[config.mk]
export PLATFORM = sky130hd
export DESIGN_NAME = three_axis_step_interpolator
export DESIGN_NICKNAME = d
export VERILOG_FILES = /design/src/design/tsi_pkg.sv /design/src/design/tsi_axis.sv /design/src/design/three_axis_step_interpolator.sv
export SDC_FILE = /design/constraint.sdc
export NUM_CORES = 2
export LEC_CHECK = 0
export BUFFER_PORTS_ARGS = -buffer_cell sky130_fd_sc_hd__buf_2
export CAP_MARGIN = 20
export CORE_ASPECT_RATIO = 0.9
export CORE_UTILIZATION = 53
export CTS_CLUSTER_SIZE = 16
export DETAILED_ROUTE_END_ITERATION = 16
export PLACE_DENSITY = 0.7
export SKIP_LAST_GASP = 1
export SLEW_MARGIN = 20
export SYNTH_ARGS = -nofsm -noshare
export SYNTH_HDL_FRONTEND = slang
export SYNTH_SLANG_ARGS = --single-unit
[constraint.sdc]
create_clock -name i_clk -period 14.75 [get_ports i_clk]
set_input_delay 0.7375 -clock i_clk [delete_from_list [all_inputs] [get_ports i_clk]]
set_output_delay 0.7375 -clock i_clk [all_outputs]
set_load 0.1 [all_outputs]
[src/design/tsi_pkg.sv]
package tsi_pkg;

    localparam int POS_BITS   = 24;
    localparam int DELAY_BITS = 20;
    localparam int MAG_W      = POS_BITS + 1;
    localparam int JOG_CNT_W  = 16;
    localparam int SCALE_W    = 6;
    localparam int JOG_AMT_W  = JOG_CNT_W + SCALE_W;
    localparam int SUM_W      = ((POS_BITS > JOG_AMT_W) ? POS_BITS : JOG_AMT_W) + 2;
    localparam int NUM_AXES   = 3;

    localparam logic [SCALE_W-1:0] JOG_SCALE_RESET = SCALE_W'(8);

    localparam logic signed [SUM_W-1:0] SUM_POS_MAX = SUM_W'((64'd1 << (POS_BITS - 1)) - 64'd1);
    localparam logic signed [SUM_W-1:0] SUM_POS_MIN = ~SUM_POS_MAX;
    localparam logic signed [SUM_W-1:0] SUM_ONE     = SUM_W'(1);

    localparam logic [1:0] AXIS_X = 2'd0;
    localparam logic [1:0] AXIS_Y = 2'd1;
    localparam logic [1:0] AXIS_Z = 2'd2;

    typedef enum logic [1:0] {
        OP_MOVE = 2'd0,
        OP_TICK = 2'd1,
        OP_ZERO = 2'd2,
        OP_JOG  = 2'd3
    } t_opcode;

    typedef struct packed {
        t_opcode                       opcode;
        logic signed [POS_BITS-1:0]    target_x;
        logic signed [POS_BITS-1:0]    target_y;
        logic signed [POS_BITS-1:0]    target_z;
        logic                          move_x;
        logic                          move_y;
        logic                          move_z;
        logic        [DELAY_BITS-1:0]  step_delay;
        logic        [1:0]             jog_axis;
        logic                          jog_forward;
        logic        [JOG_CNT_W-1:0]   jog_count;
    } t_in_word;

    typedef struct packed {
        logic                          step_x;
        logic                          step_y;
        logic                          step_z;
        logic                          dir_x;
        logic                          dir_y;
        logic                          dir_z;
        logic                          drivers_enabled;
        logic signed [POS_BITS-1:0]    pos_x;
        logic signed [POS_BITS-1:0]    pos_y;
        logic signed [POS_BITS-1:0]    pos_z;
        logic                          move_done;
        logic        [DELAY_BITS-1:0]  delay_out;
    } t_out_word;

    typedef struct packed {
        logic              load;
        logic              tick;
        logic              clear;
        logic              jog;
        logic              jog_fwd;
        logic [MAG_W-1:0]  total;
    } t_axis_ctl;

    function automatic logic signed [POS_BITS-1:0] sat_pos(input logic signed [SUM_W-1:0] v);
        logic signed [POS_BITS-1:0] res;
        if (v > SUM_POS_MAX) begin
            res = SUM_POS_MAX[POS_BITS-1:0];
        end else if (v < SUM_POS_MIN) begin
            res = SUM_POS_MIN[POS_BITS-1:0];
        end else begin
            res = v[POS_BITS-1:0];
        end
        return res;
    endfunction

endpackage

[src/design/tsi_axis.sv]
module tsi_axis (
    input  logic                               i_clk,
    input  logic                               i_rst_n,
    input  tsi_pkg::t_axis_ctl                 i_ctl,
    input  logic signed [tsi_pkg::POS_BITS-1:0] i_target,
    input  logic                               i_move_en,
    input  logic [tsi_pkg::JOG_AMT_W-1:0]      i_jog_amt,
    output logic [tsi_pkg::MAG_W-1:0]          o_mag,
    output logic                               o_step,
    output logic                               o_dir,
    output logic signed [tsi_pkg::POS_BITS-1:0] o_pos
);

    logic signed [tsi_pkg::POS_BITS-1:0] r_pos, n_pos;
    logic [tsi_pkg::MAG_W-1:0]           r_err, n_err;
    logic [tsi_pkg::MAG_W-1:0]           r_mag, n_mag;
    logic                                r_dir, n_dir;

    logic signed [tsi_pkg::MAG_W-1:0]    w_delta;
    logic [tsi_pkg::MAG_W:0]             w_sum;
    logic [tsi_pkg::MAG_W:0]             w_sum_red;
    logic signed [tsi_pkg::SUM_W-1:0]    w_pos_ext;
    logic signed [tsi_pkg::SUM_W-1:0]    w_amt_ext;

    assign w_delta   = i_move_en ? (tsi_pkg::MAG_W'(i_target) - tsi_pkg::MAG_W'(r_pos))
                                 : '0;
    assign o_mag     = w_delta[tsi_pkg::MAG_W-1] ? tsi_pkg::MAG_W'(-w_delta)
                                                 : tsi_pkg::MAG_W'(w_delta);
    assign w_sum     = {1'b0, r_err} + {1'b0, r_mag};
    assign w_sum_red = w_sum - {1'b0, i_ctl.total};
    assign w_pos_ext = tsi_pkg::SUM_W'(r_pos);
    assign w_amt_ext = $signed(tsi_pkg::SUM_W'(i_jog_amt));

    always_comb begin
        n_pos  = r_pos;
        n_err  = r_err;
        n_mag  = r_mag;
        n_dir  = r_dir;
        o_step = 1'b0;
        if (i_ctl.load) begin
            n_mag = o_mag;
            n_err = i_ctl.total >> 1;
            if (o_mag != '0) begin
                n_dir = ~w_delta[tsi_pkg::MAG_W-1];
            end
        end
        if (i_ctl.tick) begin
            if (w_sum >= {1'b0, i_ctl.total}) begin
                n_err  = w_sum_red[tsi_pkg::MAG_W-1:0];
                o_step = 1'b1;
                n_pos  = tsi_pkg::sat_pos(r_dir ? (w_pos_ext + tsi_pkg::SUM_ONE)
                                                : (w_pos_ext - tsi_pkg::SUM_ONE));
            end else begin
                n_err = w_sum[tsi_pkg::MAG_W-1:0];
            end
        end
        if (i_ctl.clear) begin
            n_pos = '0;
        end
        if (i_ctl.jog) begin
            n_dir = i_ctl.jog_fwd;
            n_pos = tsi_pkg::sat_pos(i_ctl.jog_fwd ? (w_pos_ext + w_amt_ext)
                                                   : (w_pos_ext - w_amt_ext));
        end
    end

    assign o_dir = n_dir;
    assign o_pos = n_pos;

    always_ff @(posedge i_clk) begin
        if (!i_rst_n) begin
            r_pos <= '0;
            r_err <= '0;
            r_mag <= '0;
            r_dir <= 1'b0;
        end else begin
            r_pos <= n_pos;
            r_err <= n_err;
            r_mag <= n_mag;
            r_dir <= n_dir;
        end
    end

endmodule

[src/design/three_axis_step_interpolator.sv]
// Channel   Direction  Handshake              Word
// input     in         i_in_valid/o_in_stall  i_in_word  (tsi_pkg::t_in_word)
// output    out        o_out_valid/i_out_stall o_out_word (tsi_pkg::t_out_word)
// config    in         i_cfg_wr_en            i_cfg_wr_data (jog_xy_scale)
//
// Each word passes an input register and a result register, one word per cycle
// while the output side takes results.
// The throughput is set by the combinational Bresenham add and compare per axis.
// Reset is synchronous and active low; the scale register returns to 8.
// A stall on the output holds both stages; a stall on the input is raised only
// while the input register is full and cannot move on.
module three_axis_step_interpolator (
    input  logic                           i_clk,
    input  logic                           i_rst_n,
    input  logic                           i_in_valid,
    output logic                           o_in_stall,
    input  tsi_pkg::t_in_word              i_in_word,
    output logic                           o_out_valid,
    input  logic                           i_out_stall,
    output tsi_pkg::t_out_word             o_out_word,
    input  logic                           i_cfg_wr_en,
    input  logic [tsi_pkg::SCALE_W-1:0]    i_cfg_wr_data
);

    tsi_pkg::t_in_word                   r_in;
    logic                                r_in_valid;
    tsi_pkg::t_out_word                  r_out;
    logic                                r_out_valid;

    logic [tsi_pkg::SCALE_W-1:0]         r_scale;
    logic                                r_active, n_active;
    logic [tsi_pkg::MAG_W-1:0]           r_total, n_total;
    logic [tsi_pkg::MAG_W-1:0]           r_steps_left, n_steps_left;
    logic [tsi_pkg::DELAY_BITS-1:0]      r_delay, n_delay;

    logic                                w_adv;
    logic                                w_take;
    logic                                w_load_go;
    logic                                w_start;
    logic                                w_tick_go;
    logic                                w_jog_go;
    logic                                w_done;
    logic [tsi_pkg::MAG_W-1:0]           w_total;
    logic [tsi_pkg::SCALE_W-1:0]         w_scale;
    logic [tsi_pkg::JOG_AMT_W-1:0]       w_jog_amt;

    logic signed [tsi_pkg::POS_BITS-1:0] w_target [tsi_pkg::NUM_AXES];
    logic                                w_move   [tsi_pkg::NUM_AXES];
    logic [tsi_pkg::MAG_W-1:0]           w_mag    [tsi_pkg::NUM_AXES];
    logic                                w_step   [tsi_pkg::NUM_AXES];
    logic                                w_dir    [tsi_pkg::NUM_AXES];
    logic signed [tsi_pkg::POS_BITS-1:0] w_pos    [tsi_pkg::NUM_AXES];
    tsi_pkg::t_axis_ctl                  w_ctl    [tsi_pkg::NUM_AXES];
    tsi_pkg::t_out_word                  n_out;

    assign w_adv      = r_in_valid && (!r_out_valid || !i_out_stall);
    assign o_in_stall = r_in_valid && !w_adv;
    assign w_take     = i_in_valid && !o_in_stall;

    assign w_target[0] = r_in.target_x;
    assign w_target[1] = r_in.target_y;
    assign w_target[2] = r_in.target_z;
    assign w_move[0]   = r_in.move_x;
    assign w_move[1]   = r_in.move_y;
    assign w_move[2]   = r_in.move_z;

    always_comb begin
        w_total = w_mag[0];
        if (w_mag[1] > w_total) begin
            w_total = w_mag[1];
        end
        if (w_mag[2] > w_total) begin
            w_total = w_mag[2];
        end
    end

    assign w_load_go = w_adv && (r_in.opcode == tsi_pkg::OP_MOVE) && !r_active;
    assign w_start   = w_load_go && (w_total != '0);
    assign w_tick_go = w_adv && (r_in.opcode == tsi_pkg::OP_TICK) && r_active;
    assign w_jog_go  = w_adv && (r_in.opcode == tsi_pkg::OP_JOG) && !r_active;

    assign w_scale   = (r_in.jog_axis == tsi_pkg::AXIS_Z) ? tsi_pkg::SCALE_W'(1) : r_scale;
    assign w_jog_amt = tsi_pkg::JOG_AMT_W'(r_in.jog_count) * tsi_pkg::JOG_AMT_W'(w_scale);

    genvar g;
    generate
        for (g = 0; g < tsi_pkg::NUM_AXES; g++) begin : g_axis
            assign w_ctl[g].load    = w_start;
            assign w_ctl[g].tick    = w_tick_go;
            assign w_ctl[g].clear   = w_adv && (r_in.opcode == tsi_pkg::OP_ZERO);
            assign w_ctl[g].jog     = w_jog_go && (r_in.jog_axis == 2'(g));
            assign w_ctl[g].jog_fwd = r_in.jog_forward;
            assign w_ctl[g].total   = w_start ? w_total : r_total;

            tsi_axis u_axis (
                .i_clk     (i_clk),
                .i_rst_n   (i_rst_n),
                .i_ctl     (w_ctl[g]),
                .i_target  (w_target[g]),
                .i_move_en (w_move[g]),
                .i_jog_amt (w_jog_amt),
                .o_mag     (w_mag[g]),
                .o_step    (w_step[g]),
                .o_dir     (w_dir[g]),
                .o_pos     (w_pos[g])
            );
        end
    endgenerate

    always_comb begin
        n_active     = r_active;
        n_total      = r_total;
        n_steps_left = r_steps_left;
        n_delay      = r_delay;
        w_done       = 1'b0;
        if (w_load_go && (w_total == '0)) begin
            w_done = 1'b1;
        end
        if (w_start) begin
            n_active     = 1'b1;
            n_total      = w_total;
            n_steps_left = w_total;
            n_delay      = r_in.step_delay;
        end
        if (w_tick_go) begin
            if (r_steps_left != '0) begin
                n_steps_left = r_steps_left - 1'b1;
            end
            if (n_steps_left == '0) begin
                n_active = 1'b0;
                w_done   = 1'b1;
            end
        end
        if (w_jog_go) begin
            w_done = 1'b1;
        end
    end

    always_comb begin
        n_out.step_x          = w_step[0];
        n_out.step_y          = w_step[1];
        n_out.step_z          = w_step[2];
        n_out.dir_x           = w_dir[0];
        n_out.dir_y           = w_dir[1];
        n_out.dir_z           = w_dir[2];
        n_out.drivers_enabled = n_active || w_tick_go;
        n_out.pos_x           = w_pos[0];
        n_out.pos_y           = w_pos[1];
        n_out.pos_z           = w_pos[2];
        n_out.move_done       = w_done;
        n_out.delay_out       = w_tick_go ? r_delay : '0;
    end

    always_ff @(posedge i_clk) begin
        if (!i_rst_n) begin
            r_in_valid   <= 1'b0;
            r_out_valid  <= 1'b0;
            r_scale      <= tsi_pkg::JOG_SCALE_RESET;
            r_active     <= 1'b0;
            r_total      <= '0;
            r_steps_left <= '0;
            r_delay      <= '0;
        end else begin
            if (w_take) begin
                r_in_valid <= 1'b1;
            end else if (w_adv) begin
                r_in_valid <= 1'b0;
            end
            if (w_adv) begin
                r_out_valid <= 1'b1;
            end else if (!i_out_stall) begin
                r_out_valid <= 1'b0;
            end
            if (i_cfg_wr_en) begin
                r_scale <= i_cfg_wr_data;
            end
            r_active     <= n_active;
            r_total      <= n_total;
            r_steps_left <= n_steps_left;
            r_delay      <= n_delay;
        end
    end

    always_ff @(posedge i_clk) begin
        if (w_take) begin
            r_in <= i_in_word;
        end
        if (w_adv) begin
            r_out <= n_out;
        end
    end

    assign o_out_valid = r_out_valid;
    assign o_out_word  = r_out;

`ifndef SYNTHESIS
    a_active_has_steps : assert property (@(posedge i_clk) disable iff (!i_rst_n)
        r_active |-> (r_steps_left != '0))
        else $error("active move with no steps left");

    a_step_needs_drivers : assert property (@(posedge i_clk) disable iff (!i_rst_n)
        (r_out_valid && (r_out.step_x || r_out.step_y || r_out.step_z))
            |-> r_out.drivers_enabled)
        else $error("step pulse without drivers enabled");

    a_last_tick_ends_move : assert property (@(posedge i_clk) disable iff (!i_rst_n)
        (w_tick_go && (r_steps_left == tsi_pkg::MAG_W'(1))) |=> !r_active)
        else $error("move still active after its last tick");

    a_start_needs_idle : assert property (@(posedge i_clk) disable iff (!i_rst_n)
        w_start |-> (!r_active && !w_tick_go))
        else $error("move started while another is active");
`endif

endmodule
# Yosys cells after proc, flatten, opt, wreduce, memory -nomap -nowiden
# Cells that the tools add are included.
totals:
  register_bits: 520
  inputBits: 127
  elab_cells: 200
classes:
  n_addsub: 25
  multipliers: 1
  order_cmp: 17
  eq_ne: 6
  n_mux: 73
  bitwise_logic: 3
  n_reduce_logical: 33
op_table:
  columns: ["operator", "n"]
  rows:
  - ["24-bit two-way mux", 24]
  - ["25-bit two-way mux", 20]
  - ["26-bit by 24-bit > comparator with 1-bit output, second input constant", 6]
  - ["26-bit by 24-bit less-than comparator with 1-bit output, second input constant", 6]
  - ["26-bit two-way mux", 6]
  - ["25-bit nonzero test", 5]
  - ["25-bit by 25-bit adder with 26-bit output", 3]
  - ["26-bit by 25-bit greater-or-equal comparator with 1-bit output", 3]
  - ["24-bit by 2-bit adder with 25-bit output, second input constant", 3]
  - ["24-bit by 23-bit adder with 25-bit output", 3]
  - ["25-bit negator", 3]
  - ["24-bit by 2-bit subtractor with 25-bit output, second input constant", 3]
  - ["24-bit by 23-bit subtractor with 25-bit output", 3]
  - ["24-bit by 24-bit subtractor with 25-bit output", 3]
  - ["25-bit subtractor", 3]
  - ["25-bit > comparator", 2]
  - ["25-bit logical NOT", 2]
  - ["25-bit by 1-bit subtractor with 25-bit output, second input constant", 1]
  - ["16-bit by 6-bit multiplier with 22-bit output", 1]
  - ["1-bit two-way mux", 22]
  - ["1-bit logical AND", 15]
  - ["2-bit == test, second input constant", 3]
  - ["6-bit two-way mux", 1]
  - ["1-bit logical NOT", 5]
  - ["other kinds (6)", 12]

# Depth between registers and ports, before layout
depth:
  depth_word: 17
  ltp_mapped: 62
  depth_no_buf: 56

# Cells and area by module
# From an unflattened synthesis, not the netlist that was laid out.
hier_totals:
  hier_cells: 6006
  area_unflattened_um2: 49236.0
by_module_without_submodules:
  columns: ["module", "n_inst", "cells_each", "area_per_inst_um2"]
  rows:
  - ["tsi_axis (g_axis[0].u_axis ...)", 2, 1554, 11307.1]
  - ["three_axis_step_interpolator", 1, 1384, 15403.5]
  - ["tsi_axis (g_axis[2].u_axis)", 1, 1514, 11218.3]

# Worst setup path after synthesis
# No wires, ideal clock.
synth_path:
  path_type: "flip-flop to flip-flop"
  from: "register g_axis[1].u_axis.r_pos[0] (netlist bit)"
  to: "register g_axis[0].u_axis.r_pos[10] (netlist bit)"
  setup_time_ns: 0.115
  arrival_time_ns: 12.528
  required_ns: 14.635
  path_slack_ns: 2.107
  stages_incl_launch_ff: 59
  period_less_slack_ns: 12.643
  path_cell_list: "dfxtp_1 -> ha_1 -> fa_1 -> nand2b_1 -> a21oi_1 -> nor4_1 -> nor4b_2 -> nor4b_1 -> o211a_1 -> nand4b_1 -> o21ai_0 -> xnor2_1 -> inv_1 -> ha_1 -> nand4_1 -> nor3_1 -> nand4_1 -> or3_1 -> (+23 left out) -> fa_1 -> nor2b_1 -> o21ai_0 -> a21boi_0 -> o21ai_0 -> a21oi_1 -> o21ai_0 -> a31oi_1 -> a21oi_1 -> a31o_2 -> o2bb2ai_1 -> o21ai_0 -> o21ai_1 -> nor2_1 -> clkbuf_1 -> mux2i_1 -> o211ai_1 -> and2_1"
synth_rtl:
  columns: ["element", "line_no", "rtl"]
  rows:
  - ["start, declared", "tsi_axis.sv:14", "logic signed [tsi_pkg::POS_BITS-1:0] r_pos, n_pos;"]
  - ["start signal, assigned", "tsi_axis.sv:77", "r_pos <= n_pos;"]
  - ["end signal, assigned", "tsi_axis.sv:77", null]
  - ["end, declared", "tsi_axis.sv:14", null]

==> summary.md <==
| Metric | Value |
|---|---|
| Run status | `finished, final reports clean` |
| Initial core utilization | `between 50% and 60%` |
| Number of global-route vias before repair | `41200` |
| Layout cells sized above 1 | `around a tenth` |
| GPL Wtd Cong | `between 1 and 1.5` |
| Number of cell rows | `between 100 and 150` |
| Slew HR | `between 10% and 20%` |
| Mux share of post-synthesis cell area | `around 1.5%` |
| DP Area | `between 40000 and 50000 um^2` |
| Reg power frac | `26.4%` |
| Crit path from | `g_axis[1].u_axis.r_pos[4]` |
| Post-DR vias/cell | `between 6 and 7` |
| R2R setup slack | `0.89 ns` |
| Routed length per instance | `~24 um` |
| HP Class | `in2reg` |
| Post-Synth Adder-Cell Area | `around 16%` |
| Die Y-Extent | `between 200 and 300 um` |
| Pins over their slew limit | `0` |
| Crit path time final | `approximately 14 ns` |
| Total track usage | `between 30% and 40%` |
| Total gr overflow | `0` |
| DRT Pass-1 Iters | `8` |
| Post-synth EDFFs | `between 200 and 250` |
| Main combinational cell family by area after synthesis | `compound AO/OA/AOI/OAI gates` |
| Layout area overhead | `11.4%` |
| Synthesized Nets | `roughly 6300` |
| Int Power | `~3.5 mW` |
| DP HPWL | `about 130000 um` |
| Crit-path max cell delay | `0.54 ns` |
| CTS root buf | `clkbuf_16` |
| FMAX | `72.1 MHz` |
| Flops & latches, synth | `520` |
| Fin. Hold Viols | `0` |
| Commonest register cell after synthesis | `dfxtp_1` |
| P_sw | `approximately 2.6 mW` |
| Final period util | `a little over nine tenths` |
| Crit path kind | `reg2reg` |
| Worst path required time | `15.24 ns` |
| Design area | `51500 um^2` |
| Initial DRC Count | `5042` |
| HP Start | `i_in_word[10]` |
| Setup TNS | `0 ns` |
| Post-synthesis sequential area ratio | `a little over a quarter` |
| Worst Max-Slew Pin Slew | `roughly 1.3 ns` |
| Core area | `86300 um^2` |
| CTS buffer count | `60` |
| # port buffers | `228` |
| Yosys cell types | `110` |
| Simple-gate area share of the yosys netlist | `21.0%` |
| Compound-Gate Fraction of Synth Area | `between 20% and 30%` |
| Reg2reg path depth | `57` |
| Mapped cell area | `about 46000 um^2` |
| Clk_skew | `around 0.032 ns` |
| Post-synthesis area per instance | `~8.1 um^2` |
| CTS max path bufs | `3` |
| Nets | `roughly 6600` |
| CTS clk-pin slew, worst paths | `approximately 0.07 ns` |
| Clock network fraction of design power | `between 20 and 30%` |
| Max FO, Critical Path | `25` |
| Worst-Skew Late Latency | `around 0.67 ns` |
| Setup violations, final | `0` |
| Pwr dens | `between 100 and 150 nW/um^2` |
| # DRC | `0` |
| Clock sink total | `520` |
| Vias after detailed routing | `between 40000 and 50000` |
| H-tree Lvls | `2` |
| Die ar. | `88400 um^2` |
| CP Capture Type | `register` |
| First-pass GRT wire length | `about 250000 um` |
| Post-route ant nets | `0` |
| Worst R2R Start | `g_axis[1].u_axis.r_pos[4]` |
| XOR/XNOR Fraction of Synth Area | `under 10%` |
| CTS tree | `yes` |
| CP max stage cell | `or4_1` |
| Width of the die | `313 um` |
| CTS hold repair buffers | `0` |
| Critical path destination | `o_out_word[38]` |
| CP startpoint kind | `register` |
| Ys Warns | `0` |
| Critical Path AT | `around 14 ns` |
| Routed WL | `about 170000 um` |
| Max VDD drop | `between 0.1 and 0.15 mV` |
| Worst R2R End | `o_out_word[38]` |
| I/O pin total | `about 230` |
| Sw Share | `42.8%` |
| Leak | `around 22 nW` |
| Largest net degree at the start of global routing | `81` |
| Post-synthesis instance total | `approximately 5700` |
| Max_cap viols | `0` |
| Combinational share of power | `48.1%` |
| RSZ-0062 raised after global routing | `no` |
| Initial antenna violation count | `2` |
| Ys async rst share | `0%` |
power by group through the flow:
stage	registers, mW	clock network (mW)	logic (mW)
after CTS	1.61	1.58	2.83
after floorplan	1.71	0	1.84
final	1.61	1.56	2.94
after detailed placement	1.64	0	2.81
after global routing	1.61	1.63	3.15
after global placement	1.64	0	2.81
Yosys cell counts, types with 39 or more instances:
master    instances  area, um^2
a211oi_1        119         893
a21o_1           97         728
a21oi_1         467        2340
a31oi_1          80         500
and2_1          124         776
and3_1           71         444
clkbuf_1        178         668
dfxtp_1         304        6090
edfxtp_1        216        6490
fa_1             72        1440
ha_1            448        5610
inv_1           333        1250
mux2i_1          50         500
nand2_1         520        1950
nand2b_1         91         569
nand3_1         146         731
nand4_1          67         419
nor2_1          526        1970
nor2b_1          52         325
nor3_1          171         856
o211ai_1        113         848
o21a_1           61         458
o21ai_0         347        1740
o21bai_1         39         293
or3_1            51         319
xnor2_1         226        1980
xor2_1          101         885
registers in the layout, indices dropped and copies added (netlist names):
register,flops
g_axis.u_axis.r_err,75
r_total,25
r_in_valid,1
g_axis.u_axis.r_pos,72
g_axis.u_axis.r_mag,75
r_delay,20
r_in,116
r_steps_left,25
g_axis.u_axis.r_dir,3
r_scale,6
o_out_word,100
o_out_valid,1
r_active,1
worst max-delay path: cells and delay by family (launching register included):
| kind | cells | cell delay [ns] |
|---|---|---|
| compound gates | 28 | 6.64 |
| xor+xnor | 1 | 0.48 |
| fa+ha+maj | 5 | 1.69 |
| buf+inv | 7 | 1.22 |
| flops | 1 | 0.39 |
| simple gates | 16 | 3.27 |
cell usage in the layout, fill, tap and decap left out, types with 91 or more instances in the layout:
master    instances
ha_1            447
a211oi_1        113
inv_1           331
edfxtp_1        216
o211ai_1        113
nand2_1         520
a21o_1           97
nand3_1         145
xor2_1          100
and2_1          123
dfxtp_1         304
a21oi_1         463
nand2b_1         91
o21ai_0         341
nor3_1          166
xnor2_1         225
buf_2           227
nor2_1          524
buf_4           162
metal layers:
layer	up-vias	routed length, um	track usage (%)
met1	21500	74100	53.0
met4	4	5500	11.3
met3	284	18800	8.09
li1	21400	-	-
met2	2134	70000	55.0
met5	-	26	0
metrics by stage:
stage / total power, mW / instances / util, % / hold WS, ns / setup slack (ns)
after CTS: 6.02 / 7116 / 59.4 / 0.211 / 0.566
final: 6.11 / 7125 / 59.7 / 0.241 / 0.889
after global routing: 6.40 / 7122 / 59.7 / 0.225 / 0.0483
after floorplan: 3.55 / 5696 / - / 0.432 / 2.11
after global placement: 4.45 / 7002 / 57.1 / 0.438 / 0.795
after detailed placement: 4.45 / 7003 / 57.1 / 0.442 / 0.610
worst min path at each step:
stage | to | slack [ns] | cells past startpoint
after CTS | r_in[6] | 0.21 | 1
after global routing | r_in[21] | 0.23 | 1
after global placement | r_delay[7] | 0.44 | 2
after floorplan | r_delay[0] | 0.43 | 2
final | r_in[10] | 0.24 | 1
after detailed placement | r_delay[6] | 0.44 | 2
area by class of cell:
type | instances | area (um^2)
flip-flops and latches | 520 | 12600
multi-input cells | 4618 | 31800
fillers | 7911 | 34800
clock inverters | 29 | 330
well taps | 1144 | 1430
diodes | 3 | 7.51
inverters | 334 | 1260
repair buffers | 393 | 2430
clock buffers | 84 | 1690
logic make-up (layout without fill, tap and decap cells):
kind of cell	count (synthesis)	in the layout
other cells	0	3
xor+xnor	329	329
buf+inv	558	840
compound gates	1695	1695
fa+ha+maj	533	533
flops	520	520
mux	67	67
simple gates	1994	1994
what timing repair did:
action | 4_1_cts | 5_1_grt
setup buffers | 0 | 6
resized for setup | 0 | 34
setup endpoints to repair | 0 | 220
endpoints found under the hold margin | 0 | 0
No activity file was read; power rests on OpenSTA's default activity.
